`src/sv/bwc_pkg.sv`:
```
// Shared constants, item types and the case-fold function of the banned-word censor.
// No dependencies; bwc_front, bwc_back, the top level and the bench import it.
`default_nettype none
package bwc_pkg;
	localparam int MAX_WORDS    = 16;
	localparam int MAX_WORD_LEN = 16;
	localparam int CHAR_BITS    = 16;

	localparam int WIDX_W = (MAX_WORDS > 1) ? $clog2(MAX_WORDS) : 1;
	localparam int WCNT_W = $clog2(MAX_WORDS + 1);
	localparam int POS_W  = $clog2(MAX_WORD_LEN);
	localparam int LEN_W  = $clog2(MAX_WORD_LEN + 1);
	localparam int ROW_W  = MAX_WORD_LEN * CHAR_BITS;

	localparam int QDEPTH = 4;
	localparam int QPTR_W = $clog2(QDEPTH);
	localparam int QCNT_W = $clog2(QDEPTH + 1);

	localparam logic [CHAR_BITS-1:0] ASTERISK = CHAR_BITS'('h2A);

	localparam logic [1:0] KIND_WORD  = 2'd0;
	localparam logic [1:0] KIND_TEXT  = 2'd1;
	localparam logic [1:0] KIND_CLEAR = 2'd2;

	localparam logic [1:0] ST_TEXT   = 2'd0;
	localparam logic [1:0] ST_STORED = 2'd1;
	localparam logic [1:0] ST_REJECT = 2'd2;

	typedef enum logic [1:0] {OP_LOAD, OP_TEXT, OP_CLEAR} op_t;

	typedef struct packed {
		op_t                  op;
		logic [CHAR_BITS-1:0] ch;
		logic                 last;
	} item_t;

	// ASCII A-Z to lower case, everything else unchanged
	function automatic logic [CHAR_BITS-1:0] fold(input logic [CHAR_BITS-1:0] c);
		if (c >= CHAR_BITS'('h41) && c <= CHAR_BITS'('h5A))
			return c + CHAR_BITS'('h20);
		return c;
	endfunction
endpackage
`default_nettype wire

```
`src/sv/bwc_front.sv`:
```
// Front end: accepts input items, decodes the kind into an operation and queues them.
// Depends on bwc_pkg.
`default_nettype none
module bwc_front (
	input  logic           clk,
	input  logic           arst_n,
	input  logic           in_valid,
	output logic           in_stall,
	input  logic [1:0]     kind,
	input  logic [15:0]    char_code,
	input  logic           last,
	output logic           q_valid,
	output bwc_pkg::item_t q_item,
	input  logic           q_pop
);
	import bwc_pkg::*;

	item_t              fifo_q [QDEPTH];
	logic [QPTR_W-1:0]  wr_ptr_q, rd_ptr_q;
	logic [QCNT_W-1:0]  cnt_q;
	logic               xfer, push, do_pop;
	item_t              dec;

	assign in_stall = (cnt_q == QCNT_W'(QDEPTH));
	assign xfer     = in_valid && !in_stall;
	assign q_valid  = (cnt_q != '0);
	assign q_item   = fifo_q[rd_ptr_q];
	assign do_pop   = q_pop && q_valid;

	always_comb begin
		dec.ch   = char_code[CHAR_BITS-1:0];
		dec.last = last;
		dec.op   = OP_TEXT;
		push     = xfer;
		case (kind)
			KIND_WORD:  dec.op = OP_LOAD;
			KIND_TEXT:  dec.op = OP_TEXT;
			KIND_CLEAR: dec.op = OP_CLEAR;
			default:    push = 1'b0; // unused kind: drop
		endcase
	end

	always_ff @(posedge clk) begin
		if (push)
			fifo_q[wr_ptr_q] <= dec;
	end

	always_ff @(posedge clk or negedge arst_n) begin
		if (!arst_n) begin
			wr_ptr_q <= '0;
			rd_ptr_q <= '0;
			cnt_q    <= '0;
		end else begin
			if (push)
				wr_ptr_q <= wr_ptr_q + QPTR_W'(1);
			if (do_pop)
				rd_ptr_q <= rd_ptr_q + QPTR_W'(1);
			cnt_q <= cnt_q + QCNT_W'(push) - QCNT_W'(do_pop);
		end
	end
endmodule
`default_nettype wire

```
`config.mk`:
```
export PLATFORM = sky130hd
export DESIGN_NAME = bwc_front
export DESIGN_NICKNAME = d
export VERILOG_FILES = /design/src/sv/bwc_pkg.sv /design/src/sv/bwc_front.sv
export SDC_FILE = /design/constraint.sdc
export NUM_CORES = 1
export LEC_CHECK = 0
export BUFFER_PORTS_ARGS = -buffer_cell sky130_fd_sc_hd__buf_2
export CORE_UTILIZATION = 40
export CTS_CLUSTER_SIZE = 12
export DETAILED_ROUTE_END_ITERATION = 10
export SYNTH_ARGS = -nofsm -noshare
export SYNTH_HDL_FRONTEND = slang
export SYNTH_SLANG_ARGS = --single-unit
```
`constraint.sdc`:
```
create_clock -name clk -period 2.9 [get_ports clk]
set_clock_uncertainty 0.15 [all_clocks]
set_input_delay 0.58 -clock clk [delete_from_list [all_inputs] [get_ports clk]]
set_output_delay 0.58 -clock clk [all_outputs]
set_load 0.005 [all_outputs]
```
; Word-level counts from Yosys, hierarchy flattened
; Memories as Yosys holds them, arrays and structs flattened.
; Cells that the tools add are included.
; W data, S select, Z words.
[word_totals]
out_inout_bits = 21
mem_count = 1
ff_bits = 7
ramBits = 76
[op_classes]
n_mux = 4
n_eq_ne = 3
reduce_logical = 6
add_sub_neg = 4
[mem_list]
columns = memory, depth, word_bits, rd, rd_clocked_by_memory_dff, write_ports, line
row1 = fifo_q, 4, 19, 1, 0, 1, bwc_front.sv:18  ; item_t fifo_q [QDEPTH];
[op_table]
columns = cell, n
row1 = $add A2 B1 Y2 const B, 2
row2 = $pmux W2 S2, 1
row3 = $add A3 B1 Y3, 1
row4 = $eq A3 B3 Y1 const B, 1
row5 = $mux W1, 3
row6 = $reduce_bool A3 Y1, 1
row7 = $reduce_or A3 Y1, 1
row8 = $sub A3 B1 Y3, 1
row9 = $eq A2 B1 Y1 const B, 1
row10 = $eq A2 B2 Y1 const B, 1
row11 = $logic_and A1 B1 Y1, 2
row12 = $logic_not A2 Y1, 1
row13 = $logic_not A1 Y1, 1

; Depth between registers and ports, before layout
; Gate-level depths: netlist of run 1.
[logic_depth]
word_depth = 6
depth_mapped = 10
ltp_nobuf = 10

; Worst setup path after synthesis of run 1
; OpenSTA, ideal clock, no wires.
[synth_path]
path_type = input-to-reg
startpoint = in in_valid
endpoint = reg cnt_q[2]
path_buffers = 0
cell_stages = 10
arrival_ps = 2115
required_time_ps = 2621
path_slack_ps = 506
setup_ps = 129
path_cell_list = inv_1 -> a211oi_4 -> inv_1 -> ha_1 -> inv_1 -> ha_1 -> inv_1 -> fa_1 -> xnor2_1 -> xnor2_1
[synth_via]
elab_chain_len = 4
[synth_lines]
columns = element, line
row1 = start: declaration, bwc_front.sv:7  ; input logic in_valid,
row2 = $logic_and A1 B1 Y1, bwc_front.sv:25  ; assign xfer = in_valid && !in_stall;
row3 = $mux W1, bwc_front.sv:35  ; case (kind)
row4 = $add A3 B1 Y3, bwc_front.sv:58  ; cnt_q <= cnt_q + QCNT_W'(push) - QCNT_W'(do_pop);
row5 = $sub A3 B1 Y3, bwc_front.sv:58
row6 = end signal: assignment, bwc_front.sv:58
row7 = end: declaration, bwc_front.sv:20  ; logic [QCNT_W-1:0] cnt_q;
; Every way passes these cells.
; A chain may end at the register's enable or synchronous reset.

==> metrics.md, run 1 <==
| Metric | Value |
|---|---|
| Status | complete, no violations |
| Final hold vios | 0 |
| Final Setup Violations | 0 |
| Placed instance count | 279 |
| Vias in the first global route | 1577 |
| Fill cell count | 656 |
| Fin area | 3780 um^2 |
| CP max-delay cell | dfrtp_1 |
| Worst Max-Slew Pin Slew | 0.563 ns |
| Post-CTS Setup Bufs | 0 |
| Crit-path leading delay family | flip-flops |
| Worst-path clk slew | 0.08 ns |
| Total Wirelength | 5.09 mm |
| First-pass GRT wire length | 8.00 mm |
| H-tree depth | 3 |
| Synth Instances | 137 |
| Post-synthesis sequential area ratio | 76.2% |
| Clock power share | 24.6% |
| Slew Limit Fails | 0 |
| CTS Buffer Depth | 2 |
| Yosys warning count | 0 |
| Starting DRC count in detailed routing | 49 |
| Core area | 7770 um^2 |
| Antenna violations before repair | 0 |
| Clk_lat worst skew | 0.34 ns |
| Ports | 44 |
| DIE WIDTH | 91.8 um |
| Critical path endpoint category | output port |
| Residual DRC count | 0 |
| Drt pass-1 iters | 4 |
| Sw frac | 27.0% |
| Worst relative slew slack | 62.5% |
| Overflow after GRT | 0 |
| Count of cell types in the netlist | 20 |
| Worst VDD drop | 0.386 mV |
| TritonCTS clock tree | yes |
| Layout cell share with drive strength beyond 1 | 41.2% |
| Slowest stage delay, CP | 0.58 ns |
| Antenna Violating Nets Remaining | 0 |
| CTS Sinks | 83 |
| Category of the most critical setup path | reg -> out |
| Critical Path RT | 2.17 ns |
| Setup WS pre-CTS | 0.219 ns |
| Pwr/cell area | 928 nW/um^2 |
| Pin count of the biggest net entering global routing | 20 |
| Reg power frac | 47.4% |
| Worst-path maximum fanout | 15 |
| Crit path buf inv count | 2 |
| Max-cap violation count | 0 |
| # rows | 32 |
| Initial Util | 41.5% |
| Final Non-Filler Cells | 296 |
| Synth cell count leaders | edfxtp_1 (76), mux4_2 (12), dfrtp_1 (7), inv_1 (7), mux4_1 (7) |
| R2R cell count | 10 |
| Via count | 1463 |
| Fmax | 384 MHz |
| Routed vias/inst | 4.94 |
| Switching pwr | 949 uW |
| Worst Hold Class | in -> reg |
| Final worst-path cycle share | 89.9% |
| Yosys top cell by area | edfxtp_1 |
| Syn Area/Cell | 23.5 um^2 |
| Wire per inst | 17.2 um |
| Post-synth net total | 167 |
| P_leak | 1.35 nW |
| Diode count | 0 |
| Setup TNS | 0 ns |
| Gp weighted congestion | 0.685 |
| Placed cell area | 3560 um^2 |
| Chip height | 91.8 um |
| Final Critical Period | 2.61 ns |
| Power share of the combinational group | 28.0% |
| Hold depth | 1 |
| Type of origin of the critical path | flop |
| Hpwl dp | 3.23 mm |
| Synth-to-Final Area Change | 17.2% |
| Total Nets Final | 219 |
| Flops & latches, synth | 83 |
| Setup ws final | 0.294 ns |
| Register area | 2460 um^2 |
| WP depth | 3 |
| Top cell type's share of synthesized area | 70.8% |
| Die area | 8420 um^2 |
| WP data arrival | 1.88 ns |
| Prevailing post-synth register cell | edfxtp_1 |
| GRT Util Overall | 13.2% |
| Critical-path cell list | buf_12, mux4_1, buf_2 |
| RSZ-0062 raised after global routing | false |
| Most area-consuming cells after synthesis | edfxtp_1 (71%), mux4_2 (8.4%), mux4_1 (5.7%) |
| Root buffer cell | clkbuf_8 |
| Area of the multi-input gates | 704 um^2 |
| Post-synth EDFFs | 76 |
| Async SR Flop Fraction | 8.43% |
| Cell with the most instances after synthesis | edfxtp_1 |
| Pint | 2.56 mW |
| Synth Cell Area | 3220 um^2 |
| TritonCTS buffer count | 9 |
| Number of buffers added on ports | 43 |
## layout by cell type, fill, tap and decap left out, drive strengths merged
| master | n |
|---|---|
| and2 | 4 |
| bufinv | 2 |
| xnor2 | 4 |
| buf | 45 |
| clkbuf | 11 |
| edfxtp | 76 |
| clkinvlp | 1 |
| nand2 | 1 |
| o31a | 1 |
| nor2b | 1 |
| dfrtp | 7 |
| xor2 | 1 |
| nor3b | 1 |
| mux2 | 1 |
| a211oi | 1 |
| clkinv | 2 |
| inv | 7 |
| fa | 1 |
| dlygate4sd3 | 1 |
| mux4 | 19 |
| ha | 6 |
| or3 | 1 |
## routing by layer
metal,part of all wire (%),wire length [um],track usage [%],vias up
li1,-,-,-,659
met1,42,2140,15.3,756
met2,52,2660,22.9,37
met3,3.6,182,2.99,11
met4,2.1,109,7.29,0
met5,0,0,0,-
## cell families (layout without fill, tap and decap cells)
kind of cell	Yosys count	count (layout)	synth area share [%]
multiplexers	20	20	14.6
AND/OR/NAND/NOR	8	8	2.06
adder cells (fa/ha/maj)	7	7	2.95
buffers and inverters	12	69	1.90
AO/OA/AOI/OAI	2	2	0.932
flip-flops	83	83	76.2
XOR/XNOR	5	5	1.36
## worst register-to-register path: stages (launching register included)
cell and delay (ns):
dfrtp_1 0.43, nor3b_4 0.18, a211oi_4 0.31, inv_1 0.09, ha_1 0.29, inv_1 0.07, ha_1 0.13, inv_1 0.05
fa_1 0.38, xnor2_1 0.18, xnor2_1 0.15
## flip-flops by register name, summed over array words and instances, names as in the netlist
name and cells:
cnt_q 3, fifo_q 76, rd_ptr_q 2, wr_ptr_q 2
## final cells by class
cell class / instances / area share, %
Clock buffer: 11 / 3.48
Clock inverter: 5 / 2.05
Inverter: 7 / 0.696
Multi-Input combinational cell: 42 / 18.6
Sequential cell: 83 / 65.1
Tap cell: 102 / 3.38
Timing Repair Buffer: 46 / 6.69
## power by group through the flow
stage	logic [mW]	clock network, mW	registers (mW)
after floorplan	0.690	0	1.64
after global placement	0.981	0	1.67
after detailed placement	1.01	0	1.69
after CTS	1.01	0.883	1.67
after global routing	1.08	0.928	1.68
final	0.983	0.863	1.66
## through the flow
| stage | power, mW | hold WS, ns | util [%] |
|---|---|---|---|
| final | 3.51 | 0.298 | 48.6 |
| after detailed placement | 2.70 | 0.284 | 45.8 |
| after global routing | 3.69 | 0.290 | 48.6 |
| after CTS | 3.56 | 0.285 | 48.6 |
| after global placement | 2.66 | 0.274 | 45.8 |
| after floorplan | 2.33 | 0.134 | - |
## what timing repair did
action,in CTS,in global routing
endpoints found under the hold margin,7,0
hold buffers,1,0
setup endpoints to repair,0,0
gates resized for setup,0,0
## final timing paths
check | start | end | slack [ns]
max | rd_ptr_q[0] | q_item[4] | 0.29
max reg2reg | cnt_q[2] | cnt_q[2] | 0.42
min | char_code[10] | fifo_q[0][11] | 0.30
min in group asynchronous | arst_n | cnt_q[1] | 0.45
max in group asynchronous | arst_n | rd_ptr_q[0] | 1.97
min reg2reg | rd_ptr_q[1] | rd_ptr_q[1] | 0.44
No activity file was read; power rests on OpenSTA's default activity.
==> run 2: changes to the inputs <==
--- a/config.mk
+++ b/config.mk
@@ -5,7 +5,9 @@
 export SDC_FILE = /design/constraint.sdc
 export NUM_CORES = 1
 export LEC_CHECK = 0
+export ABC_AREA = 1
 export BUFFER_PORTS_ARGS = -buffer_cell sky130_fd_sc_hd__buf_2
+export CORE_MARGIN = 5
 export CORE_UTILIZATION = 40
 export CTS_CLUSTER_SIZE = 12
 export DETAILED_ROUTE_END_ITERATION = 10
==> run 2 against run 1 <==
Fmax increased by 4.2%. Combinational power increased by 45%. Worst setup slack improved by 0.11 ns. Core utilization about the same. Cell area increased by 13%. Sequential power about the same. First-iteration DRC count increased by 45%. Synthesized cell count increased by 110%.
==> metrics.md, run 2 <==
| Metric | Value |
|---|---|
| Antenna violations before repair | 0 (unchanged) |
| Starting DRC count in detailed routing | 71 (was 49) |
| Routed vias/inst | 4.68 (was 4.94) |
| Hold depth | 1 (unchanged) |
| Overflow after GRT | 0 (unchanged) |
| Core area | 8760 um^2 (was 7770 um^2) |
| Post-synth EDFFs | 76 (unchanged) |
| Hold_sp | char_code[10] (unchanged) |
| Count of cell types in the netlist | 15 (was 20) |
| TritonCTS buffer count | 9 (unchanged) |
| Antenna Violating Nets Remaining | 0 (unchanged) |
| CTS Sinks | 83 (unchanged) |
| Syn Area/Cell | 12.7 um^2 (was 23.5 um^2) |
| Final hold vios | 0 (unchanged) |
| WP data arrival | 1.77 ns (was 1.88 ns) |
| Final Critical Period | 2.50 ns (was 2.61 ns) |
| Fill cell count | 774 (was 656) |
| TritonCTS clock tree | yes (unchanged) |
| Drt pass-1 iters | 4 (unchanged) |
| Die area | 11100 um^2 (was 8420 um^2) |
| Reg with most FFs | fifo_q (unchanged) |
| Initial Util | 41.4% (was 41.5%) |
| RSZ-0062 raised after global routing | false (unchanged) |
| Critical Path RT | 2.17 ns (about the same) |
| Final Non-Filler Cells | 453 (was 296) |
| P_leak | 1.85 nW (was 1.35 nW) |
| Area of the multi-input gates | 872 um^2 (was 704 um^2) |
| DIE WIDTH | 105 um (was 91.8 um) |
| Yosys top cell by area | edfxtp_1 (unchanged) |
| Max reg flops | 76 (unchanged) |
| Registers with the most flip-flops | fifo_q x76, cnt_q x3 (unchanged) |
| Total Nets Final | 370 (was 219) |
| Yosys warning count | 0 (unchanged) |
| CTS Buffer Depth | 2 (unchanged) |
| Post-synth net total | 316 (was 167) |
| Prevailing post-synth register cell | edfxtp_1 (unchanged) |
| Post-synthesis sequential area ratio | 67.8% (was 76.2%) |
| Worst Max-Slew Pin Slew | 0.478 ns (was 0.563 ns) |
| Worst Hold Class | in -> reg (unchanged) |
| Clk_lat worst skew | 0.34 ns (about the same) |
| Hold path endpoint | fifo_q[2][11] (was fifo_q[0][11]) |
| Setup ws final | 0.399 ns (was 0.294 ns) |
| Root buffer cell | clkbuf_8 (unchanged) |
| Type of origin of the critical path | flop (unchanged) |
| Placed instance count | 436 (was 279) |
| R2r endpoint | cnt_q[2] (unchanged) |
| Pin count of the biggest net entering global routing | 37 (was 20) |
| Setup WS pre-CTS | 0.348 ns (was 0.219 ns) |
| R2R setup slack | 0.68 ns (was 0.42 ns) |
| Wire per inst | 13.8 um (was 17.2 um) |
| Setup TNS | 0 ns (unchanged) |
| Synth cell count leaders | edfxtp_1 (76), nand2_1 (74), inv_1 (56), o211ai_2 (29), o211ai_1 (9) (was edfxtp_1 (76), mux4_2 (12), dfrtp_1 (7), inv_1 (7), mux4_1 (7)) |
| Worst relative slew slack | 68.1% (was 62.5%) |
| Final worst-path cycle share | 86.2% (was 89.9%) |
| First-pass GRT wire length | 10.8 mm (was 8.00 mm) |
| Diode count | 0 (unchanged) |
| Category of the most critical setup path | reg -> out (unchanged) |
| Chip height | 105 um (was 91.8 um) |
| Gp weighted congestion | 0.731 (was 0.685) |
| Critical path endpoint category | output port (unchanged) |
| Synth-to-Final Area Change | 17.6% (was 17.2%) |
| Worst VDD drop | 0.384 mV (was 0.386 mV) |
| Max-cap violation count | 0 (unchanged) |
| Cell with the most instances after synthesis | edfxtp_1 (unchanged) |
| Cts repair resizes | 0 (unchanged) |
| R2R cell count | 10 (unchanged) |
| Design Power | 4.04 mW (was 3.51 mW) |
| Total Wirelength | 6.27 mm (was 5.09 mm) |
| Worst-path clk slew | 0.08 ns (about the same) |
| GRT Util Overall | 12.2% (was 13.2%) |
| Slew Limit Fails | 0 (unchanged) |
| Top cell type's share of synthesized area | 63.0% (was 70.8%) |
| Number of buffers added on ports | 43 (unchanged) |
| Pwr/cell area | 947 nW/um^2 (was 928 nW/um^2) |
| Ports | 44 (unchanged) |
| Final Setup Violations | 0 (unchanged) |
| Layout cell share with drive strength beyond 1 | 30.7% (was 41.2%) |
| Fmax | 400 MHz (was 384 MHz) |
| Async SR Flop Fraction | 8.43% (unchanged) |
| Register area | 2460 um^2 (unchanged) |
| Hpwl dp | 4.22 mm (was 3.23 mm) |
| Reg-to-reg startpoint | cnt_q[1] (was cnt_q[2]) |
| Synth Cell Area | 3620 um^2 (was 3220 um^2) |
| Flops & latches, synth | 83 (unchanged) |
| Vias in the first global route | 2206 (was 1577) |
| Residual DRC count | 0 (unchanged) |
| # rows | 34 (was 32) |
| Worst-path maximum fanout | 36 (was 15) |
| H-tree depth | 3 (unchanged) |
| Most common cell after layout, fill and taps aside | edfxtp_1 (unchanged) |
| Most area-consuming cells after synthesis | edfxtp_1 (63%), o211ai_2 (10%), nand2_1 (7.7%) (was edfxtp_1 (71%), mux4_2 (8.4%), mux4_1 (5.7%)) |
| Status | complete, no violations (unchanged) |
| Leading cell types in the layout, fill and taps excluded | edfxtp_1 (76), nand2_1 (74), inv_1 (56) (was edfxtp_1 (76), buf_2 (43), mux4_2 (12)) |
| Synth Instances | 286 (was 137) |
| Via count | 2120 (was 1463) |
-- run 2: cell count changes after synthesis, moves of 5 or more --
cell and delta:
nand2_1 +73, inv_1 +49, o211ai_2 +29, mux4_2 -12, o211ai_1 +9, mux4_1 -7
nand3_1 +7, buf_2 +6, nor2_1 +5
-- run 2: worst max-delay path by stage --
stage	slack, ns	from	endpoint
floorplan	0.57	in_valid	fifo_q[0][0]
global placement	0.41	kind[0]	cnt_q[2]
detailed placement	0.35	kind[0]	cnt_q[2]
CTS	0.36	rd_ptr_q[0]	q_item[5]
global route	0.22	rd_ptr_q[0]	q_item[5]
finish	0.40	rd_ptr_q[0]	q_item[5]
-- run 2: cell families after synthesis --
family | after synthesis | synth area share, %
AND/OR/NAND/NOR | 86 | 9.15
AO/OA/AOI/OAI | 39 | 12.0
flip-flops | 83 | 67.8
adder cells (fa/ha/maj) | 7 | 2.62
buffers and inverters | 71 | 8.42
-- run 2: area by class of cell --
cell class              count  share of cell area (%)
multi-input cells         132                    20.5
clock buffers               9                    2.91
clock inverters             7                    2.73
inverters                  58                    5.11
flip-flops and latches     83                    57.6
repair buffers             56                    7.98
well taps                 108                    3.17
-- run 2: through the flow --
step	utilization (%)	hold WS, ns	instance area (um^2)
after floorplan	-	0.134	3620
after global placement	45.8	0.275	4010
after detailed placement	45.8	0.280	4010
after CTS	48.6	0.278	4260
after global routing	48.6	0.279	4260
final	48.6	0.297	4260
-- run 2: what timing repair did --
item | 4_1_cts | 5_1_grt
hold endpoints to repair | 7 | 0
buffers inserted | 0 | 0
hold buffers | 1 | 0
-- run 2: critical path, cell delays in order, from the launching register on --
cell and delay (ns):
dfrtp_1 0.41, inv_2 0.37, buf_12 0.27, nand2_1 0.07
o211ai_1 0.08, nand2_1 0.09, buf_2 0.13
-- run 2: report_power, final --
| group | switching [mW] | internal, mW |
|---|---|---|
| clock | 0.402 | 0.570 |
| combinational | 0.853 | 0.577 |
| sequential | 0.104 | 1.53 |
| total | 1.36 | 2.68 |
-- run 2: per-layer routing --
metal / wire length, um / share of wire (%) / track usage [%]
met2: 3080 / 49 / 20.0
met4: 110 / 1.8 / 5.39
met1: 2860 / 46 / 15.3
met5: 0 / 0 / 0
met3: 227 / 3.6 / 3.08
==> run 3: changes to the inputs <==
--- a/config.mk
+++ b/config.mk
@@ -8,9 +8,10 @@
 export ABC_AREA = 1
 export BUFFER_PORTS_ARGS = -buffer_cell sky130_fd_sc_hd__buf_2
 export CORE_MARGIN = 5
-export CORE_UTILIZATION = 40
+export CORE_UTILIZATION = 55
 export CTS_CLUSTER_SIZE = 12
 export DETAILED_ROUTE_END_ITERATION = 10
+export PLACE_DENSITY = 0.76
 export SYNTH_ARGS = -nofsm -noshare
 export SYNTH_HDL_FRONTEND = slang
 export SYNTH_SLANG_ARGS = --single-unit
==> constraint.sdc (replaced) <==
create_clock -name clk -period 2.6 [get_ports clk]
set_clock_uncertainty 0.15 [all_clocks]
set_input_delay 0.52 -clock clk [delete_from_list [all_inputs] [get_ports clk]]
set_output_delay 0.52 -clock clk [all_outputs]
set_load 0.005 [all_outputs]
==> run 3 against run 2 <==
Sequential power increased by 10%. Critical path type unchanged. Worst hold slack got worse by 0.057 ns. Global-route usage increased by 3.5 points. Cell count decreased by 6.8%. Routed wire length decreased by 3.7%. Clock power about the same. First-iteration DRC count increased by 32%. Non-clock buffer count unchanged. Sequential share of layout area increased by 1.1 points.
==> metrics.md, run 3 (synthesis gave the netlist of run 2 again) <==
| Metric | Value |
|---|---|
| Status | complete, no violations (unchanged) |
| CP max-delay cell | dfrtp_1 (unchanged) |
| Ports | 44 (unchanged) |
| CTS Sinks | 83 (unchanged) |
| Initial Util | 56.8% (was 41.4%) |
| Worst Max-Slew Pin Slew | 0.492 ns (was 0.478 ns) |
| TritonCTS buffer count | 9 (unchanged) |
| Wire per inst | 14.3 um (was 13.8 um) |
| Most common cell after layout, fill and taps aside | edfxtp_1 (unchanged) |
| Via count | 2096 (was 2120) |
| Cts repair resizes | 0 (unchanged) |
| Final Non-Filler Cells | 422 (was 453) |
| Gp weighted congestion | 0.775 (was 0.731) |
| Final Util | 65.5% (was 48.6%) |
| DIE WIDTH | 91.2 um (was 105 um) |
| Max reg flops | 76 (unchanged) |
| Diode count | 0 (unchanged) |
| Hold depth | 1 (unchanged) |
| Antenna violations before repair | 0 (unchanged) |
| Total Nets Final | 370 (unchanged) |
| Worst-path maximum fanout | 40 (was 36) |
| Slew Limit Fails | 0 (unchanged) |
| Routed vias/inst | 4.97 (was 4.68) |
| Category of the most critical setup path | reg -> out (unchanged) |
| Worst VDD drop | 0.651 mV (was 0.384 mV) |
| Total Wirelength | 6.04 mm (was 6.27 mm) |
| Root buffer cell | clkbuf_8 (unchanged) |
| RSZ-0062 raised after global routing | false (unchanged) |
| Setup TNS | 0 ns (unchanged) |
| Die area | 8310 um^2 (was 11100 um^2) |
| Number of buffers added on ports | 43 (unchanged) |
| Fmax | 425 MHz |
| WP data arrival | 1.68 ns (was 1.77 ns) |
| Worst Hold Slack | 0.239 ns (was 0.297 ns) |
| Layout cell share with drive strength beyond 1 | 30.1% (was 30.7%) |
| R2R cell count | 11 (was 10) |
| Chip height | 91.2 um (was 105 um) |
| Slowest stage delay, CP | 0.42 ns (was 0.41 ns) |
| Final hold vios | 0 (unchanged) |
| Crit-path leading delay family | buffers and inverters (unchanged) |
| Synth-to-Final Area Change | 15.3% (was 17.6%) |
| Antenna Violating Nets Remaining | 0 (unchanged) |
| Critical-path cell list | inv_2, buf_4, nand2_1, o211ai_2, nand2_1, buf_2 (was inv_2, buf_12, nand2_1, o211ai_1, nand2_1, buf_2) |
| Pwr/cell area | 1040 nW/um^2 (was 947 nW/um^2) |
| Fin area | 4180 um^2 (was 4260 um^2) |
| Hpwl dp | 3.98 mm (was 4.22 mm) |
| Vias in the first global route | 2099 (was 2206) |
| Placed cell area | 3960 um^2 (was 4010 um^2) |
| Worst Hold Class | in -> reg (unchanged) |
| Core area | 6390 um^2 (was 8760 um^2) |
| Critical Path RT | 1.93 ns (was 2.17 ns) |
| Pin count of the biggest net entering global routing | 41 (was 37) |
| Design Power | 4.36 mW (was 4.04 mW) |
| First-pass GRT wire length | 10.1 mm (was 10.8 mm) |
| CTS Buffer Depth | 2 (unchanged) |
| Cell mode on critical path | nand2_1 (unchanged) |
| Leading cell types in the layout, fill and taps excluded | edfxtp_1 (76), nand2_1 (74), inv_1 (56) (unchanged) |
| Starting DRC count in detailed routing | 94 (was 71) |
| H-tree depth | 3 (unchanged) |
| WP depth | 6 (unchanged) |
| TritonCTS clock tree | yes (unchanged) |
| Max-cap violation count | 0 (unchanged) |
| GRT Util Overall | 15.7% (was 12.2%) |
| Residual DRC count | 0 (unchanged) |
| Critical path endpoint category | output port (unchanged) |
| Setup WS pre-CTS | 0.308 ns (was 0.348 ns) |
| Setup ws final | 0.248 ns (was 0.399 ns) |
| Overflow after GRT | 0 (unchanged) |
| Final Setup Violations | 0 (unchanged) |
| Placed instance count | 405 (was 436) |
| # rows | 29 (was 34) |
| Final Critical Period | 2.35 ns |
| Worst relative slew slack | 67.2% (was 68.1%) |
| Reg with most FFs | fifo_q (unchanged) |
| Type of origin of the critical path | flop (unchanged) |
| Crit path buf inv count | 3 (unchanged) |
| R2R setup slack | 0.51 ns (was 0.68 ns) |
| Clk_lat worst skew | 0.34 ns (about the same) |
| Worst-path clk slew | 0.08 ns (about the same) |
| Registers with the most flip-flops | fifo_q x76, cnt_q x3 (unchanged) |
| Drt pass-1 iters | 5 (was 4) |
| Post-CTS Setup Bufs | 0 (unchanged) |
| P_leak | 1.83 nW (was 1.85 nW) |
| Final worst-path cycle share | 90.4% |
| Fill cell count | 485 (was 774) |
[run 3: changes by cell type in the layout (fill, tap and decap cells not counted)]
| cell | change |
|---|---|
| buf_12 | -1 |
| buf_4 | +1 |
| bufinv_16 | -1 |
| clkbuf_1 | +2 |
| clkinv_4 | -1 |
[run 3: per-layer routing]
layer / share of wire, % / up-vias / global-route usage, %
li1: - / 1064 / -
met1: 41 / 988 / 19.5
met2: 52 / 36 / 26.0
met3: 4.6 / 8 / 4.05
met4: 1.7 / 0 / 6.97
met5: 0 / - / 0
[run 3: what timing repair did]
| item | 4_1_cts | 5_1_grt |
|---|---|---|
| endpoints found under the setup margin | 0 | 0 |
| hold buffers | 1 | 0 |
| hold endpoints to repair | 7 | 0 |
[run 3: worst reg2reg max path: stages, from the launching register on]
cell and delay, ns:
dfrtp_1 0.43, inv_2 0.09, nand3_1 0.15, nand2_1 0.12, inv_1 0.05, ha_1 0.26, inv_1 0.05, ha_1 0.12
inv_1 0.05, fa_1 0.37, nand3_1 0.09, nand2_1 0.05
[run 3: path summary, 6_finish.rpt]
check | start | endpoint
max | rd_ptr_q[0] | q_item[9]
min | char_code[3] | fifo_q[2][4]
max reg2reg | cnt_q[1] | cnt_q[2]
min reg2reg | cnt_q[0] | cnt_q[0]
max in group asynchronous | arst_n | rd_ptr_q[1]
min in group asynchronous | arst_n | cnt_q[0]
[run 3: where the power goes]
| part | internal [mW] | leakage, nW | switching (mW) |
|---|---|---|---|
| Sequential | 1.71 | 0.778 | 0.0935 |
| Clock | 0.538 | 0.103 | 0.432 |
| Combinational | 0.618 | 0.953 | 0.968 |
| Total | 2.86 | 1.83 | 1.49 |
[run 3: final cells by class]
type	instances	area [um^2]	area share [%]
flip-flops and latches	83	2460	58.8
multi-input cells	132	872	20.9
repair buffers	56	328	7.84
inverters	58	218	5.21
clock buffers	11	131	3.14
well taps	77	96.3	2.30
clock inverters	5	77.6	1.86
